## src/hdl/mrwt_pkg.sv

```systemverilog
`timescale 1ns / 1ps

package mrwt_pkg;

  // Widths of the item fields on the channels.
  localparam int CAND_WIDTH    = 32;
  localparam int WIT_WIDTH     = 32;
  localparam int VERDICT_WIDTH = 2;

  // Verdict codes carried by a result item.
  typedef enum logic [VERDICT_WIDTH-1:0] {
    VERDICT_PRIME     = 2'd0,
    VERDICT_COMPOSITE = 2'd1,
    VERDICT_TRIVIAL   = 2'd2,
    VERDICT_BAD_WIT   = 2'd3
  } verdict_t;

  // Operand pairing for the shared modular multiplier.
  typedef enum logic [1:0] {
    MUL_ACC_SQ  = 2'd0,
    MUL_SQ_SQ   = 2'd1,
    MUL_ACC_ACC = 2'd2
  } mul_op_t;

  // Controller states.
  typedef enum logic [3:0] {
    S_IDLE,
    S_CHECK,
    S_SPLIT,
    S_EXP_BIT,
    S_WAIT_A,
    S_EXP_NEXT,
    S_WAIT_S,
    S_TEST_X,
    S_SQ_LOOP,
    S_WAIT_X,
    S_TEST_SQ,
    S_FINISH
  } state_t;

  // Commands from the controller to the datapath.
  typedef struct packed {
    logic     load;
    logic     split_step;
    logic     pow_init;
    logic     mul_start;
    mul_op_t  mul_op;
    logic     e_shift;
    logic     k_dec;
    logic     verdict_we;
    verdict_t verdict;
    logic     emit;
  } cmd_t;

  // Status from the datapath to the controller.
  typedef struct packed {
    logic trivial;
    logic bad_wit;
    logic e_lsb;
    logic e_done;
    logic x_one;
    logic x_nm1;
    logic k_le1;
    logic mul_busy;
    logic out_free;
  } status_t;

endpackage

```

## src/hdl/mrwt_dp.sv

```systemverilog
`timescale 1ns / 1ps

module mrwt_dp import mrwt_pkg::*; #(
  parameter int NUM_WIDTH = 32
) (
  input  logic                     clk,
  input  logic                     rst,
  input  logic [CAND_WIDTH-1:0]    candidate,
  input  logic [WIT_WIDTH-1:0]     witness,
  input  cmd_t                     cmd,
  output status_t                  status,
  output logic                     out_valid,
  input  logic                     out_ready,
  output logic [VERDICT_WIDTH-1:0] verdict
);

  localparam int W       = NUM_WIDTH;
  localparam int K_WIDTH = $clog2(NUM_WIDTH);
  localparam int C_WIDTH = $clog2(NUM_WIDTH);

  // Operand registers of the current item.
  logic [W-1:0]       n;
  logic [W-1:0]       a;
  logic [W-1:0]       n_m1;
  logic [W-1:0]       e;
  logic [K_WIDTH-1:0] k;
  logic [W-1:0]       acc;
  logic [W-1:0]       sq;
  verdict_t           verdict_hold;
  verdict_t           verdict_out;

  // Modular multiplier state.
  logic               mul_busy;
  logic               mul_phase;
  mul_op_t            mul_op;
  logic [C_WIDTH-1:0] cnt;
  logic [W-1:0]       rem;
  logic [W-1:0]       lo;
  logic [W-1:0]       opa;
  logic [W-1:0]       opb;
  logic [2*W-1:0]     prod;
  logic [W:0]         trial;
  logic [W:0]         trial_sub;
  logic [W-1:0]       rem_next;
  logic               mul_last;

  assign n_m1 = n - W'(1);

  // Operand selection for the multiplier.
  always_comb begin
    case (mul_op)
      MUL_ACC_SQ: begin
        opa = acc;
        opb = sq;
      end
      MUL_SQ_SQ: begin
        opa = sq;
        opb = sq;
      end
      MUL_ACC_ACC: begin
        opa = acc;
        opb = acc;
      end
      default: begin
        opa = acc;
        opb = sq;
      end
    endcase
  end

  assign prod = {{W{1'b0}}, opa} * {{W{1'b0}}, opb};

  // One restoring reduction step: bring in the next product bit, subtract n if it fits.
  // Both operands are below n, so the high half already is, and each step stays below 2n.
  assign trial     = {rem, lo[W-1]};
  assign trial_sub = trial - {1'b0, n};
  assign rem_next  = (trial >= {1'b0, n}) ? trial_sub[W-1:0] : trial[W-1:0];
  assign mul_last  = mul_busy && mul_phase && (cnt == C_WIDTH'(W - 1));

  // Multiplier sequencing: a multiply step, then one reduction bit per cycle.
  always_ff @(posedge clk) begin
    if (rst) begin
      mul_busy  <= 1'b0;
      mul_phase <= 1'b0;
    end else if (cmd.mul_start) begin
      mul_busy  <= 1'b1;
      mul_phase <= 1'b0;
    end else if (mul_busy && !mul_phase) begin
      mul_phase <= 1'b1;
    end else if (mul_last) begin
      mul_busy <= 1'b0;
    end
  end

  always_ff @(posedge clk) begin
    if (cmd.mul_start) begin
      mul_op <= cmd.mul_op;
    end
    if (mul_busy && !mul_phase) begin
      {rem, lo} <= prod;
      cnt       <= '0;
    end else if (mul_busy) begin
      rem <= rem_next;
      lo  <= {lo[W-2:0], 1'b0};
      cnt <= cnt + C_WIDTH'(1);
    end
  end

  // Item registers, exponent split and power accumulators.
  always_ff @(posedge clk) begin
    if (cmd.load) begin
      n <= candidate[W-1:0];
      a <= witness[W-1:0];
      e <= candidate[W-1:0] - W'(1);
      k <= '0;
    end else if (cmd.split_step) begin
      e <= {1'b0, e[W-1:1]};
      k <= k + K_WIDTH'(1);
    end else begin
      if (cmd.e_shift) begin
        e <= {1'b0, e[W-1:1]};
      end
      if (cmd.k_dec) begin
        k <= k - K_WIDTH'(1);
      end
    end

    if (cmd.pow_init) begin
      acc <= W'(1);
      sq  <= a;
    end else if (mul_last) begin
      if (mul_op == MUL_SQ_SQ) begin
        sq <= rem_next;
      end else begin
        acc <= rem_next;
      end
    end

    if (cmd.verdict_we) begin
      verdict_hold <= cmd.verdict;
    end
  end

  // Output register for the result item.
  always_ff @(posedge clk) begin
    if (rst) begin
      out_valid <= 1'b0;
    end else if (cmd.emit) begin
      out_valid <= 1'b1;
    end else if (out_ready) begin
      out_valid <= 1'b0;
    end
  end

  always_ff @(posedge clk) begin
    if (cmd.emit) begin
      verdict_out <= verdict_hold;
    end
  end

  assign verdict = verdict_out;

  // Status toward the controller.
  always_comb begin
    status.trivial  = (n[W-1:1] == '0) || (!n[0] && (n != W'(2)));
    status.bad_wit  = (a == '0) || (a >= n);
    status.e_lsb    = e[0];
    status.e_done   = (e[W-1:1] == '0);
    status.x_one    = (acc == W'(1));
    status.x_nm1    = (acc == n_m1);
    status.k_le1    = (k[K_WIDTH-1:1] == '0);
    status.mul_busy = mul_busy;
    status.out_free = !out_valid || out_ready;
  end

`ifndef SYNTHESIS
  // A result is only loaded when the output register is free.
  assert property (@(posedge clk) disable iff (rst) cmd.emit |-> (!out_valid || out_ready))
    else $error("result loaded over an untaken result");

  // The multiplier is never restarted while it is working.
  assert property (@(posedge clk) disable iff (rst) cmd.mul_start |-> !mul_busy)
    else $error("multiplier started while busy");

  // Every finished product leaves both accumulators reduced below n.
  assert property (@(posedge clk) disable iff (rst)
    (!$past(rst) && $fell(mul_busy)) |-> (acc < n && sq < n))
    else $error("modular product not reduced");
`endif

endmodule

```

## config.mk

```make
export PLATFORM = sky130hd
export DESIGN_NAME = mrwt_dp
export DESIGN_NICKNAME = d
export VERILOG_FILES = /design/src/hdl/mrwt_pkg.sv /design/src/hdl/mrwt_dp.sv
export SDC_FILE = /design/constraint.sdc
export NUM_CORES = 2
export LEC_CHECK = 0
export ABC_AREA = 1
export BUFFER_PORTS_ARGS = -buffer_cell sky130_fd_sc_hd__buf_2
export CAP_MARGIN = 20
export CORE_MARGIN = 4
export CORE_UTILIZATION = 45
export DETAILED_ROUTE_END_ITERATION = 8
export GPL_TIMING_DRIVEN = 0
export HOLD_SLACK_MARGIN = 0.15
export SLEW_MARGIN = 10
export SYNTH_ARGS = -nofsm -noshare
export SYNTH_HDL_FRONTEND = slang
export SYNTH_SLANG_ARGS = --single-unit
```

## constraint.sdc

```tcl
create_clock -name clk -period 6.9 [get_ports clk]
set_input_delay 1.725 -clock clk [delete_from_list [all_inputs] [get_ports clk]]
set_output_delay 1.725 -clock clk [all_outputs]
set_load 0.02 [all_outputs]
```

# Yosys cells after proc, flatten, opt, wreduce, memory -nomap -nowiden
# Cells that the tools add are included.
[classes]
add_sub_neg = 6
n_mul = 1
magnitude_cmp = 2
n_eq_ne = 7
muxes = 20
n_bitwise = 1
reduce_logical = 25
[op_table]
columns = ["op", "count"]
rows = [
  ["$mux 32", 13],
  ["$mul 32x32->64", 1],
  ["$sub 32x1->32 const B", 2],
  ["$logic_not 31->1", 2],
  ["$ge 33x32->1", 1],
  ["$eq 32x1->1 const B", 1],
  ["$eq 32x32->1", 1],
  ["$ge 32x32->1", 1],
  ["$logic_not 32->1", 1],
  ["$ne 32x2->1 const B", 1],
  ["$sub 32x32->32", 1],
  ["$reduce_bool 2->1", 6],
  ["$add 5x1->5 const B", 2],
  ["$mux 5", 2],
  ["$reduce_and 2->1", 3],
  ["$eq 5x5->1 const B", 1],
  ["$mux 1", 5],
  ["$sub 5x1->5 const B", 1],
  ["$logic_and 1x1->1", 4],
  ["$logic_not 4->1", 1],
  ["$logic_not 1->1", 3],
  ["$logic_or 1x1->1", 3],
  ["$reduce_bool 3->1", 1],
  ["$eq 2x1->1 const B", 1],
  ["other kinds (4)", 4],
]
[word_totals]
register_bits = 243
inputBits = 79
out_inout_bits = 12
elab_cells = 77

# Logic depth before layout (Yosys ltp)
[depth]
depth_word = 5
depth_mapped = 37
mapped_depth_nobuf = 34

# Worst setup path after synthesis
# No wires, ideal clock.
[synth_path]
kind = "flip-flop to flip-flop"
from = "register mul_op[0]"
to = "register lo[27], data pin"
setup_time_ps = 254
arrival_ps = 6976
required_time_ps = 6646
path_slack_ps = -330
path_stages_with_launch = 29
n_path_buf = 2
synth_period_minus_slack_ps = 7230
path_cell_list = "edfxtp_1 -> nor2_4 -> buf_2 -> nor2_1 -> a21oi_1 -> inv_2 -> clkbuf_1 -> nor2_1 -> fa_1 -> fa_1 -> fa_1 -> inv_1 -> fa_1 -> inv_1 -> fa_1 -> inv_1 -> fa_1 -> inv_1 -> fa_1 -> fa_1 -> ha_1 -> a21oi_1 -> o21ai_0 -> o21bai_1 -> nand2_1 -> nand3_1 -> or2_2 -> nand3_1 -> nand2_1"
[synth_between]
elab_chain_cells = 4
word_cells_on_any_way = 6
cone_classes = "mul: 1; eq/ne: 2; mux: 3"
[synth_lines]
columns = ["element", "line", "source"]
rows = [
  ["start: declaration", "mrwt_dp.sv:35", "mul_op_t mul_op;"],
  ["start signal: assignment", "mrwt_dp.sv:97", "mul_op <= cmd.mul_op;"],
  ["$eq 2x1->1 or $eq 2x2->1 (tied branches)", "mrwt_dp.sv:51", "case (mul_op)"],
  ["$mux 32", "mrwt_dp.sv:51", ""],
  ["$mul 32x32->64 (*)", "mrwt_dp.sv:71", "assign prod = {{W{1'b0}}, opa} * {{W{1'b0}}, opb};"],
  ["$mux 32 (*)", "mrwt_dp.sv:99", "if (mul_busy && !mul_phase) begin"],
  ["end signal: assignment", "mrwt_dp.sv:100", "{rem, lo} <= prod;"],
  ["end signal: assignment", "mrwt_dp.sv:104", "lo <= {lo[W-2:0], 1'b0};"],
  ["end: declaration", "mrwt_dp.sv:38", "logic [W-1:0] lo;"],
]
# Every way passes the cells marked *; elsewhere a longest branch is shown, timed or not.
# A chain may end at the register's enable or synchronous reset.

# Worst setup path after layout
[layout_path]
from = "register mul_op[1]"
to = "register rem[2], data pin"
[layout_between]
elab_chain_cells = 4
word_cells_on_any_way = 6
cone_classes = "mul: 1; eq/ne: 2; mux: 3"
[layout_lines]
columns = ["element", "line", "source"]
rows = [
  ["$eq 2x1->1 or $eq 2x2->1 (tied branches)", "mrwt_dp.sv:51", ""],
  ["$mux 32", "mrwt_dp.sv:51", ""],
  ["$mul 32x32->64 (*)", "mrwt_dp.sv:71", ""],
  ["$mux 32 (*)", "mrwt_dp.sv:99", ""],
  ["end signal: assignment", "mrwt_dp.sv:100", ""],
  ["end signal: assignment", "mrwt_dp.sv:103", "rem <= rem_next;"],
  ["end: declaration", "mrwt_dp.sv:37", "logic [W-1:0] rem;"],
]
# Marks and branches as above.

==> run metrics <==
total CTS buffers 26; layout cells sized above 1 19.9%; CP max-delay cell fa_2; Hold Crit Class flop to flop; CTS Buffer Depth 3; r2r setup slk -1070 ps; vias in the first global route between 40000 and 50000; Core Region 0.109 mm^2; Vias around 46000; Starting DRT DRC Count between 4000 and 5000; RSZ-0062 raised after global routing true; max-slew violation count 0; Final setup violation count between 50 and 60; clk slew on worst S/H paths around 80 ps; row cnt 121; Synth async-reset ratio 0%; initial core utilization 45.3%; FF-to-FF End rem[2]; Setup CP Type flop to flop; ys flop type edfxtp_1; WL met3 about 20 mm; synthesized area 0.0492 mm^2; Worst Max-Slew Pin Slew between 1000 and 1500 ps; worst-path fanout max 10; WHS Endpoint verdict[1]; status finished with violations; global-route wire length before repair between 300 and 400 mm; DRC Markers 0; post-synthesis sequential area ratio between 10% and 20%; post-layout min period 7970 ps; CTS sink cnt around 240; Critical Path Max Stage Delay between 600 and 700 ps; initial antenna violation count 7; Post-Synthesis Cells ~6300; Tcrit/Tclk final 115%; GPL Wtd Cong 1.06; WL final approximately 220 mm; CTS tree done; largest net degree at the start of global routing 66; worst reg2reg path startpoint mul_op[1]; GRT overflow 0; CTS H-tree lvls 1; Critical Path RT 7180 ps; Die Span X roughly 340 um; relative slew slack 19.0%; DP HPWL between 150 and 200 mm; Fill cells between 10000 and 15000; post-route setup slack -1070 ps; worst reg2reg path depth 32; port bufs 89; HP Start verdict_hold[1]; most used cell, CP fa_1; CTS Root Buffer Type clkbuf_16; Ys Warns 0; vias per cell roughly 5.6; hold slack 406 ps; routed len/inst 26.7 um; met2 wire len ~98 mm; die area around 0.11 mm^2; Max Clock Skew ~45 ps; DR pass1 iterations 9; failing checks negative setup slack; Hold Path Depth 0; hold buffer count at CTS 0; clk_lat worst skew 590 ps; WL met1 77.4 mm; top sig layer met5; Syn Nets ~7600; critical path endpoint category flop; max cap viols 0; die height 339 um; FF+latch count, synth 243; Synth-to-Final Area Change 23.1%; final hold vios 0; CP startpoint kind flop; IO Pins 91; max frequency about 130 MHz; critical path arrival ~8300 ps; Distinct cells, synth 50; syn avg cell area ~7.8 um^2; final net count ~8000; post-detailed-route count of antenna-violating nets 0; Post-synth EDFFs 198; GRT Resource Usage Total 36.5%
-- metal layers --
layer,vias up,track usage (%)
li1,19600,-
met1,22600,43.8
met2,2589,59.5
met3,839,7.40
met4,8,24.6
met5,-,0
-- worst max-delay path: cells and delay by family, from the launching register on --
family                     cells  cell delay (ps)
adders and majority gates      9             4630
and+or+nand+nor               14             1590
buffers and inverters          8              950
DFF                            1              370
AOI/OAI and AO/OA              1               80
-- cells in the mapped netlist, types with 3 or more instances --
library cell,count,area share (%)
edfxtp_1,198,12
nor2_2,8,0.10
a31oi_1,22,0.28
a21o_1,4,0.061
nand2_2,4,0.051
or2_2,9,0.11
nor3_1,40,0.41
nor2_1,968,7.4
a21oi_1,204,2.1
clkbuf_1,119,0.91
inv_2,15,0.11
nand3_2,3,0.061
inv_1,1320,10
ha_1,335,8.5
buf_1,12,0.092
nor2_4,3,0.069
xnor3_1,4,0.18
nand3_1,228,2.3
xnor2_1,37,0.66
nand3b_1,18,0.27
nand2_1,1389,11
o21bai_1,8,0.12
o21a_1,3,0.046
nor4_1,29,0.37
buf_4,9,0.14
buf_2,75,0.76
clkinv_1,8,0.061
buf_6,4,0.092
nand4_1,37,0.47
dfxtp_1,45,1.8
o21ai_0,119,1.2
xor2_1,48,0.85
a21oi_2,24,0.43
o21ai_1,37,0.38
fa_1,898,37
or2_1,3,0.038
-- state kept, by name (all words and copies together), names as in the netlist --
signal	cells
verdict	2
n	32
mul_op	2
out_valid	1
lo	32
acc	32
k	5
mul_busy	1
a	32
rem	32
mul_phase	1
cnt	5
e	32
sq	32
verdict_hold	2
-- layout by cell type (no fill, tap or decap), drive strengths merged, types with 156 or more instances in the layout --
cell    netlist  final
a21oi       228    228
ha          335    335
nand2      1394   1394
buf         100    459
fa          898    898
inv        1335   1326
edfxtp      198    198
nor2        979    979
o21ai       156    156
nand3       231    231
-- worst max path at each step --
stage / depth (start not counted) / startpoint / end / slack (ps)
CTS: 32 / mul_op[0] / rem[28] / -1020
global placement: 27 / mul_op[1] / rem[31] / -3060
detailed placement: 28 / mul_op[1] / rem[0] / -2640
floorplan: 29 / mul_op[0] / lo[23] / -20
finish: 32 / mul_op[1] / rem[2] / -1070
global route: 32 / mul_op[0] / rem[16] / -1220
-- cell families (layout without fill, tap and decap cells) --
group | count (synthesis) | after routing | synth area share, %
other | 0 | 2 | 0
XOR/XNOR | 89 | 89 | 1.70
AND/OR/NAND/NOR | 2744 | 2744 | 22.3
buffers and inverters | 1563 | 1950 | 12.2
AO/OA/AOI/OAI | 431 | 431 | 4.76
flip-flops | 243 | 243 | 13.9
adder cells (fa/ha/maj) | 1233 | 1233 | 45.0
-- final cells by class --
| class | count | area, um^2 | share of cell area (%) |
|---|---|---|---|
| antenna | 2 | 5.00 | 0.00826 |
| buffer | 217 | 2540 | 4.19 |
| clock buffer | 32 | 714 | 1.18 |
| clock inverter | 16 | 114 | 0.188 |
| inverter | 1343 | 5210 | 8.61 |
| multi-input combinational | 4497 | 40200 | 66.3 |
| sequential | 243 | 6850 | 11.3 |
| tap | 1414 | 1770 | 2.92 |
| timing repair buffer | 342 | 3200 | 5.28 |
-- what timing repair did --
item / in CTS / in global routing
pin swaps: 87 / 169
hold endpoints to repair: 0 / 0
setup buffers: 142 / 97
resized for setup: 713 / 654
gates cloned: 2 / 6
endpoints found under the setup margin: 56 / 54
-- per-stage QoR --
step | utilization, % | setup WS, ps | instances | cell area, um^2 | TNS [ps]
6_report | 55.7 | -1070 | 8106 | 60600 | -44780
3_3_place_gp | 47.9 | -3060 | 7806 | 52100 | -137500
4_1_cts | 52.6 | -1020 | 8003 | 57200 | -44840
5_1_grt | 55.7 | -1220 | 8105 | 60600 | -52300
2_1_floorplan | - | -24.2 | 6303 | 49900 | -120
3_5_place_dp | 48.1 | -2640 | 7812 | 52300 | -118890
Power is not shown: default switching activity piles up to over one toggle a cycle in this logic, so the estimate is an artifact.
